<file path="src/rtl/sha1c_pkg.sv">
// Package for the SHA-1 block compressor: constants, command codes and round functions.
`timescale 1ns / 1ps
package sha1c_pkg;

    localparam int WORD_W       = 32;
    localparam int DIGEST_WORDS = 5;
    localparam int SCHED_WORDS  = 16;
    localparam int ROUND_COUNT  = 80;
    localparam int ROUND_W      = 7;
    localparam int IDX_W        = 3;
    localparam int CMD_W        = 2;
    localparam int IN_DATA_W    = 40;
    localparam int OUT_DATA_W   = 40;

    typedef logic [WORD_W-1:0]  word_t;
    typedef logic [ROUND_W-1:0] round_t;
    typedef logic [CMD_W-1:0]   cmd_t;

    localparam cmd_t CMD_MSG     = 2'd0;
    localparam cmd_t CMD_LOAD    = 2'd1;
    localparam cmd_t CMD_RESTORE = 2'd2;

    localparam word_t H0_INIT = 32'h67452301;
    localparam word_t H1_INIT = 32'hEFCDAB89;
    localparam word_t H2_INIT = 32'h98BADCFE;
    localparam word_t H3_INIT = 32'h10325476;
    localparam word_t H4_INIT = 32'hC3D2E1F0;

    localparam word_t K0 = 32'h5A827999;
    localparam word_t K1 = 32'h6ED9EBA1;
    localparam word_t K2 = 32'h8F1BBCDC;
    localparam word_t K3 = 32'hCA62C1D6;

    localparam round_t ROUND_20   = 7'd20;
    localparam round_t ROUND_40   = 7'd40;
    localparam round_t ROUND_60   = 7'd60;
    localparam round_t ROUND_LAST = 7'd79;

    function automatic word_t init_word(input logic [IDX_W-1:0] idx);
        word_t w;
        case (idx)
            3'd0:    w = H0_INIT;
            3'd1:    w = H1_INIT;
            3'd2:    w = H2_INIT;
            3'd3:    w = H3_INIT;
            default: w = H4_INIT;
        endcase
        return w;
    endfunction

    // Choose, parity and majority, by quarter of the 80 rounds.
    function automatic word_t round_f(input round_t t, input word_t b, input word_t c,
                                      input word_t d);
        word_t f;
        if (t < ROUND_20)
            f = (b & c) | (~b & d);
        else if (t < ROUND_40)
            f = b ^ c ^ d;
        else if (t < ROUND_60)
            f = (b & c) | (b & d) | (c & d);
        else
            f = b ^ c ^ d;
        return f;
    endfunction

    function automatic word_t round_k(input round_t t);
        word_t k;
        if (t < ROUND_20)
            k = K0;
        else if (t < ROUND_40)
            k = K1;
        else if (t < ROUND_60)
            k = K2;
        else
            k = K3;
        return k;
    endfunction

endpackage

</file>
<file path="src/rtl/sha1_block_compress.sv">
// SHA-1 block compressor: collects sixteen message words, runs 80 rounds, emits the digest.
// Items are taken only in the load state; the sixteenth message word starts a compression of
// 80 rounds (one shared round adder, one round a cycle), then the final add into the chain,
// then five digest items, one a cycle when the sink is ready; no item is taken meanwhile.
// Asynchronous active-low reset restores the standard initial chaining value and
// empties the word count; the schedule window holds no reset value.
`timescale 1ns / 1ps
module sha1_block_compress
(
    input  logic                             clk,
    input  logic                             rst_n,
    input  logic                             s_tvalid,
    output logic                             s_tready,
    // s_tdata: data [31:0], chain_index [34:32], zero fill [39:35]
    input  logic [sha1c_pkg::IN_DATA_W-1:0]  s_tdata,
    // s_tuser: cmd [1:0]
    input  logic [sha1c_pkg::CMD_W-1:0]      s_tuser,
    output logic                             m_tvalid,
    input  logic                             m_tready,
    // m_tdata: hash_word [31:0], word_index [34:32], zero fill [39:35]
    output logic [sha1c_pkg::OUT_DATA_W-1:0] m_tdata,
    output logic                             m_tlast
);
    import sha1c_pkg::*;

    localparam logic [1:0] ST_LOAD  = 2'd0;
    localparam logic [1:0] ST_ROUND = 2'd1;
    localparam logic [1:0] ST_ADD   = 2'd2;
    localparam logic [1:0] ST_OUT   = 2'd3;

    localparam logic [3:0]       LAST_WORD = 4'd15;
    localparam logic [IDX_W-1:0] LAST_IDX  = 3'd4;

    logic [1:0]       state_reg, state_next;
    logic [3:0]       count_reg, count_next;
    round_t           round_reg, round_next;
    logic [IDX_W-1:0] oidx_reg,  oidx_next;
    word_t            chain_reg [DIGEST_WORDS];
    word_t            chain_next [DIGEST_WORDS];
    word_t            win_reg [SCHED_WORDS];
    word_t            win_next [SCHED_WORDS];
    word_t            a_reg, b_reg, c_reg, d_reg, e_reg;
    word_t            a_next, b_next, c_next, d_next, e_next;

    logic             s_acc;
    word_t            in_word;
    logic [IDX_W-1:0] in_idx;
    word_t            sched_new;
    word_t            round_sum;

    assign s_acc   = s_tvalid && s_tready;
    assign in_word = s_tdata[WORD_W-1:0];
    assign in_idx  = s_tdata[WORD_W+IDX_W-1:WORD_W];

    // The window holds W[t] .. W[t+15], oldest at entry 0.
    assign sched_new = {win_reg[0][WORD_W-2:0] ^ win_reg[2][WORD_W-2:0]
                        ^ win_reg[8][WORD_W-2:0] ^ win_reg[13][WORD_W-2:0],
                        win_reg[0][WORD_W-1] ^ win_reg[2][WORD_W-1]
                        ^ win_reg[8][WORD_W-1] ^ win_reg[13][WORD_W-1]};

    assign round_sum = {a_reg[WORD_W-6:0], a_reg[WORD_W-1:WORD_W-5]}
                       + round_f(round_reg, b_reg, c_reg, d_reg)
                       + e_reg + round_k(round_reg) + win_reg[0];

    always_comb
    begin
        state_next = state_reg;
        count_next = count_reg;
        round_next = round_reg;
        oidx_next  = oidx_reg;
        chain_next = chain_reg;
        win_next   = win_reg;
        a_next     = a_reg;
        b_next     = b_reg;
        c_next     = c_reg;
        d_next     = d_reg;
        e_next     = e_reg;

        case (state_reg)
            ST_LOAD:
            begin
                if (s_acc)
                begin
                    case (s_tuser)
                        CMD_MSG:
                        begin
                            for (int i = 0; i < SCHED_WORDS - 1; i++)
                                win_next[i] = win_reg[i+1];
                            win_next[SCHED_WORDS-1] = in_word;
                            count_next = count_reg + 4'd1;
                            if (count_reg == LAST_WORD)
                            begin
                                state_next = ST_ROUND;
                                round_next = '0;
                                a_next     = chain_reg[0];
                                b_next     = chain_reg[1];
                                c_next     = chain_reg[2];
                                d_next     = chain_reg[3];
                                e_next     = chain_reg[4];
                            end
                        end
                        CMD_LOAD:
                        begin
                            if (in_idx <= LAST_IDX)
                                chain_next[in_idx] = in_word;
                        end
                        CMD_RESTORE:
                        begin
                            for (int i = 0; i < DIGEST_WORDS; i++)
                                chain_next[i] = init_word(IDX_W'(i));
                        end
                        default:
                        begin
                            state_next = ST_LOAD;
                        end
                    endcase
                end
            end
            ST_ROUND:
            begin
                for (int i = 0; i < SCHED_WORDS - 1; i++)
                    win_next[i] = win_reg[i+1];
                win_next[SCHED_WORDS-1] = sched_new;
                a_next     = round_sum;
                b_next     = a_reg;
                c_next     = {b_reg[1:0], b_reg[WORD_W-1:2]};
                d_next     = c_reg;
                e_next     = d_reg;
                round_next = round_reg + 7'd1;
                if (round_reg == ROUND_LAST)
                    state_next = ST_ADD;
            end
            ST_ADD:
            begin
                chain_next[0] = chain_reg[0] + a_reg;
                chain_next[1] = chain_reg[1] + b_reg;
                chain_next[2] = chain_reg[2] + c_reg;
                chain_next[3] = chain_reg[3] + d_reg;
                chain_next[4] = chain_reg[4] + e_reg;
                oidx_next     = '0;
                state_next    = ST_OUT;
            end
            ST_OUT:
            begin
                if (m_tready)
                begin
                    if (oidx_reg == LAST_IDX)
                    begin
                        oidx_next  = '0;
                        state_next = ST_LOAD;
                    end
                    else
                        oidx_next = oidx_reg + 3'd1;
                end
            end
            default:
            begin
                state_next = ST_LOAD;
            end
        endcase
    end

    always_ff @(posedge clk or negedge rst_n)
    begin
        if (!rst_n)
        begin
            state_reg <= ST_LOAD;
            count_reg <= '0;
            round_reg <= '0;
            oidx_reg  <= '0;
            for (int i = 0; i < DIGEST_WORDS; i++)
                chain_reg[i] <= init_word(IDX_W'(i));
        end
        else
        begin
            state_reg <= state_next;
            count_reg <= count_next;
            round_reg <= round_next;
            oidx_reg  <= oidx_next;
            chain_reg <= chain_next;
        end
    end

    always_ff @(posedge clk)
    begin
        win_reg <= win_next;
        a_reg   <= a_next;
        b_reg   <= b_next;
        c_reg   <= c_next;
        d_reg   <= d_next;
        e_reg   <= e_next;
    end

    assign s_tready = (state_reg == ST_LOAD);
    assign m_tvalid = (state_reg == ST_OUT);
    assign m_tlast  = m_tvalid && (oidx_reg == LAST_IDX);
    assign m_tdata  = {{(OUT_DATA_W - WORD_W - IDX_W){1'b0}}, oidx_reg, chain_reg[oidx_reg]};

`ifndef SYNTH
    assert property (@(posedge clk) disable iff (!rst_n) !(s_tready && m_tvalid))
        else $error("input and output sides active together");

    assert property (@(posedge clk) disable iff (!rst_n)
        (s_acc && s_tuser == CMD_MSG && count_reg == LAST_WORD) |=> (state_reg == ST_ROUND))
        else $error("sixteenth message word did not start the rounds");

    assert property (@(posedge clk) disable iff (!rst_n)
        (state_reg == ST_ROUND && round_reg == ROUND_LAST) |=> (state_reg == ST_ADD))
        else $error("final round not followed by the chaining add");

    assert property (@(posedge clk) disable iff (!rst_n)
        (state_reg == ST_ROUND) |-> (round_reg <= ROUND_LAST))
        else $error("round counter beyond the last round");

    assert property (@(posedge clk) disable iff (!rst_n)
        (m_tvalid && m_tready && m_tlast) |=> (s_tready && count_reg == 4'd0))
        else $error("digest ended without returning to an empty block");
`endif

endmodule

</file>
<file path="config.mk">
export PLATFORM = sky130hd
export DESIGN_NAME = sha1_block_compress
export DESIGN_NICKNAME = d
export VERILOG_FILES = /design/src/rtl/sha1c_pkg.sv /design/src/rtl/sha1_block_compress.sv
export SDC_FILE = /design/constraint.sdc
export NUM_CORES = 2
export LEC_CHECK = 0
export BUFFER_PORTS_ARGS = -buffer_cell sky130_fd_sc_hd__buf_2
export CELL_PAD_IN_SITES_DETAIL_PLACEMENT = 0
export CELL_PAD_IN_SITES_GLOBAL_PLACEMENT = 1
export CORE_MARGIN = 1
export CORE_UTILIZATION = 48
export CTS_CLUSTER_SIZE = 16
export DETAILED_ROUTE_END_ITERATION = 7
export GPL_TIMING_DRIVEN = 0
export PLACE_DENSITY = 0.84
export SYNTH_ARGS = -nofsm -noshare
export SYNTH_HDL_FRONTEND = slang
export SYNTH_SLANG_ARGS = --single-unit
</file>
<file path="constraint.sdc">
create_clock -name clk -period 41.5 [get_ports clk]
set_input_delay 6.225 -clock clk [delete_from_list [all_inputs] [get_ports clk]]
set_output_delay 6.225 -clock clk [all_outputs]
set_load 0.02 [all_outputs]
</file>
Word level (Yosys, flattened, before mapping)
Index checks and enable logic that the tools add are counted.
Cells by class
  add/sub/neg operators: 12
  magnitude comparators: 7
  equal/unequal tests: 18
  muxes and demuxes: 53
  bitwise logic cells: 18
  reduce and logical (&&, ||, !) cells: 15
Operators by type and width (number)
  2-to-1 mux 512 bit: 2
  one-hot mux 512 bit (2 select lines): 1
  2-to-1 mux 32 bit: 23
  one-hot mux 160 bit (2 select lines): 2
  2-to-1 mux 160 bit: 2
  one-hot mux 32 bit (2 select lines): 5
  adder 32 bit: 9
  bitwise mux 160 bit: 1
  bitwise AND 32 bit: 4
  binary-select mux 32 bit (select 3 bit): 1
  demux 32 bit (select 3 bit): 1
  OR 32 bit: 3
  bitwise XOR 31 bit: 3
  bitwise XOR 32 bit: 2
  inverter 32 bit: 1
  2-to-1 mux 31 bit: 1
  2-to-1 mux 7 bit: 3
  < comparator 7 x 6 -> 1 bit, second input constant: 2
  one-hot mux 7 bit (2 select lines): 1
  2-to-1 mux 2 bit: 5
  != test 2 x 1 -> 1 bit, second input constant: 5
  >= comparator 4 bit, second input constant: 2
  inverter 3 -> 4 bit: 2
  one-hot mux 2 bit (4 select lines): 1
  other kinds (26): 41
Word-level totals
  register bits after elaboration: 848
  input port bits: 46
  output and inout port bits: 43
  logic and storage cells: 153

Depth between registers and ports, before layout
  depth after elaboration: 11
  gate-level depth with buffers: 25
  mapped depth without buffers: 23

Least setup slack after synthesis
OpenSTA, ideal clock, no wires.
  kind: flip-flop to flip-flop
  from: register state_reg[0]
  to: register a_reg[0] (enable)
  library setup time: 0.512 ns
  arrival: 44.923 ns
  required time: 40.988 ns
  path slack: -3.935 ns
  cell stages (with the launch flop): 8
  path buffers: 2
  clock period less this slack: 45.435 ns
  cells stage by stage: dfrtp_1 -> inv_1 -> ha_1 -> clkbuf_1 -> o21ai_0 -> nand2_1 -> clkbuf_1 -> inv_1
Between the ends
  cells in the longest elaborated chain, start to end: 4
  elaborated cells between the ends (all ways): 8
  classes of those cells: 4 x eq/ne; 4 x reduce/logical
Ends and longest elaborated chain
  start: declaration: RTL line sha1_block_compress.sv:34  | logic [1:0] state_reg, state_next;
  start signal: assignment: RTL line sha1_block_compress.sv:176  | state_reg <= state_next;
  logical NOT 2 bit (*): RTL line sha1_block_compress.sv:194  | assign s_tready = (state_reg == ST_LOAD);
  via s_tready: RTL line sha1_block_compress.sv:13  | output logic s_tready,
  logical AND 1 bit: RTL line sha1_block_compress.sv:51  | assign s_acc = s_tvalid && s_tready;
  != test 2 x 1 -> 1 bit (no line)
  AND reduction 4 bit (no line) (*)
  end signal: assignment: RTL line sha1_block_compress.sv:187  | a_reg <= a_next;
  end: declaration: RTL line sha1_block_compress.sv:42  | word_t a_reg, b_reg, c_reg, d_reg, e_reg;
The timed path passes the listed nets; every way through them passes the cells marked *.
A chain may end at the register's enable or synchronous reset.

Worst setup path after layout
  from: register oidx_reg[2]
  to: output port m_tdata[1] (netlist bit)
Between the ends
  cells in the longest elaborated chain, start to end: 4
Ends and longest elaborated chain
  start: declaration: RTL line sha1_block_compress.sv:37  | logic [IDX_W-1:0] oidx_reg, oidx_next;
  start signal: assignment: RTL line sha1_block_compress.sv:179  | oidx_reg <= oidx_next;
  inverter 3 -> 4 bit (implied by the code): RTL line sha1_block_compress.sv:197  | assign m_tdata = {{(OUT_DATA_W - WORD_W - IDX_W){1'b0}}, oidx_reg, chain_reg[oidx_reg]};
  binary-select mux 32 bit (select 3 bit): RTL line sha1_block_compress.sv:197
  2-to-1 mux 32 bit (implied by the code) (2 in a row): RTL line sha1_block_compress.sv:197
  end: declaration: RTL line sha1_block_compress.sv:21  | output logic [sha1c_pkg::OUT_DATA_W-1:0] m_tdata,
No other way between the ends. The select of a mux whose other input is x is not followed.

==> impl_metrics.tcl <==
set metrics [dict create \
    status "finished, violations left" \
    violations "max-capacitance violations, max-slew violations" \
    place_ws_ns 31.38 \
    fin_tns_setup_ns 0 \
    synth_area_leaders "edfxtp_1 (44%), ha_1 (5.6%), fa_1 (5.5%)" \
    ctsResizeCount 0 \
    avgViaCountPerCell 6.21 \
    worstPathRequired_ns 35.27 \
    dp_hpwl_um 107000 \
    syn_avg_cell_area_um2 12.3 \
    synth_seq_cells 848 \
    reg2reg_to "a_reg[29]" \
    ant_nets 0 \
    grt_max_degree 95 \
    slew_viol_final 67 \
    drive_above_1_share_pct 14.1 \
    cts_made_buffers 94 \
    yosysSeqAreaShare_pct 54.2 \
    die_y_um 310 \
    worstPathCellList "clkbuf_1, and3_1, clkbuf_1, clkbuf_1, nand2_1, o21ai_0, buf_2" \
    grt_pass1_vias 30900 \
    cp_max_fo 10 \
    antenna_found_initial 2 \
    fmax_ghz 0.0970 \
    fp.dieArea_mm2 0.0961 \
    cts_buffer_depth 3 \
    synth_edf_count 672 \
    r2r_cells 26 \
    io_pins 89 \
    rrSetupSlack_ns 31.27 \
    netlist_area_mm2 0.0455 \
    regToRegStartpoint "round_reg[4]" \
    cp-end-kind "primary output" \
    wl_per_cell_um 28.5 \
    synth_async_sr_flop_share_pct 20.8 \
    clock_sinks 848 \
    track_usage_pct 31.3 \
    core_mm2 0.0936 \
    mostFrequentLayoutCell "edfxtp_1" \
    ys.flop_type "edfxtp_1" \
    wirelength_um 149000 \
    hold_violations 0 \
    crit_arrival_ns 4.08 \
    synth_cell_types 86 \
    area_delta_synth_final_pct 12.7 \
    drt_first_pass_iters 8 \
    hold_class "reg2reg" \
    synth_top_area_cell "edfxtp_1" \
    worstSetupEndpoint "m_tdata[1]" \
    cts_setup_buffers 0 \
    rows 112 \
    final_cell_mix "edfxtp_1 (672), nor2_1 (302), inv_1 (263), nand2_1 (224), a21oi_1 (208)" \
    cts_tree "done" \
    htree_levels 3 \
    finalWorstSetupSlack_ns 31.20 \
    initial_core_util_pct 48.6 \
    path_class "reg2out" \
    vias 32600 \
    final_cell_count_no_fill 5243 \
    dp.cells 5062 \
    place.gp.congestion 1.00 \
    setup_viol 0 \
    startpoint "oidx_reg[2]" \
    largest_reg_flops 512 \
    crit_path_start_kind "register" \
    grt_pass1_wl_um 214000 \
    synthCells 3703 \
    synthDominantCellAreaShare_pct 44.3 \
    max_stage_delay_ns 0.73 \
    cts_root_buffer "clkbuf_16" \
    ys_warn_count 0 \
    cp_slowest_cell "clkbuf_1" \
    nNetsFinal 4280 \
    rsz0062_at_grt "no" \
    finalCritPeriodShare_pct 24.8 \
    relSlewSlack_pct -7.15 \
    fin_crit_ns 10.30 \
    worst_hold_startpoint "win_reg[39]" \
    path_clk_slew_ns 0.06 \
    drcViolationCount 0 \
    postCtsHoldBufs 0 \
    grt-ovfl-total 0 \
    skew_ns 0.0380 \
    die_x_um 310 \
    portBuffers 77 \
    drv_cap 6 \
    crit_top_cell "clkbuf_1" \
    clk_latency_ns 0.71 \
    drt_iter0_drc 4088 \
    worst_pin_slew_ns 1.61 \
]
## cells by family (layout without fill, tap and decap cells)
group	after synthesis	count (layout)	synth area share, %
compound gates	911	911	13.1
xor+xnor	258	258	4.96
fa+ha+maj	329	329	11.1
buf+inv	400	680	3.35
flops	848	848	54.2
mux	222	222	6.20
other cells	1	7	0.00823
simple gates	734	734	7.07
## layer usage
metal | part of all wire [%] | GRT usage [%] | wire (µm)
met1 | 41 | 43.6 | 60800
met2 | 42 | 45.4 | 63400
met3 | 11 | 7.34 | 16100
met4 | 6.1 | 16.4 | 9030
met5 | 0 | 0 | 0
## worst min-delay path by stage
stage | to | slack [ns] | cells after the start
floorplan | win_reg[128] | 0.40 | 0
global placement | win_reg[501] | 0.40 | 0
detailed placement | win_reg[207] | 0.40 | 0
CTS | win_reg[71] | 0.41 | 0
global route | win_reg[404] | 0.42 | 0
finish | win_reg[71] | 0.41 | 0
## per-stage QoR
stage	hold WS, ns	utilization, %	area (µm²)
CTS	0.410	54.8	51300
global route	0.420	54.8	51300
global placement	0.401	50.7	47500
floorplan	0.400	-	45600
finish	0.406	54.8	51300
detailed placement	0.405	51.4	48100
## cell type report
type,instances,area [µm²]
diodes,2,5.00
clock inverters,69,764
repair buffers,102,948
fillers,8054,42300
inverters,266,1010
well taps,1254,1570
plain buffers,134,534
multi-input cells,2459,19400
flip-flops and latches,848,24700
clock buffers,109,2440
## cells in the mapped netlist (32+ instances only)
| master | instances |
|---|---|
| a221oi_1 | 44 |
| ha_1 | 204 |
| a21o_1 | 137 |
| o21ai_0 | 199 |
| inv_1 | 264 |
| fa_1 | 125 |
| xnor2_1 | 205 |
| a211oi_1 | 55 |
| clkbuf_1 | 111 |
| dfrtp_1 | 96 |
| nor2_1 | 302 |
| dfstp_2 | 80 |
| nand3_1 | 41 |
| edfxtp_1 | 672 |
| o21a_1 | 35 |
| a21oi_1 | 209 |
| mux2_2 | 159 |
| xor2_1 | 53 |
| nand2_1 | 224 |
| mux4_2 | 32 |
| a31oi_1 | 39 |
## critical path: cells and delay by family, from the launching register on
kind                   cells  cell delay (ns)
AND/OR/NAND/NOR            2             0.36
AO/OA/AOI/OAI              1             0.20
buffers and inverters      4             2.17
flip-flops                 1             0.65
Power is left out: the tool's default activity adds up to more than one toggle a clock period on the data nets, which glitch-free logic cannot reach.
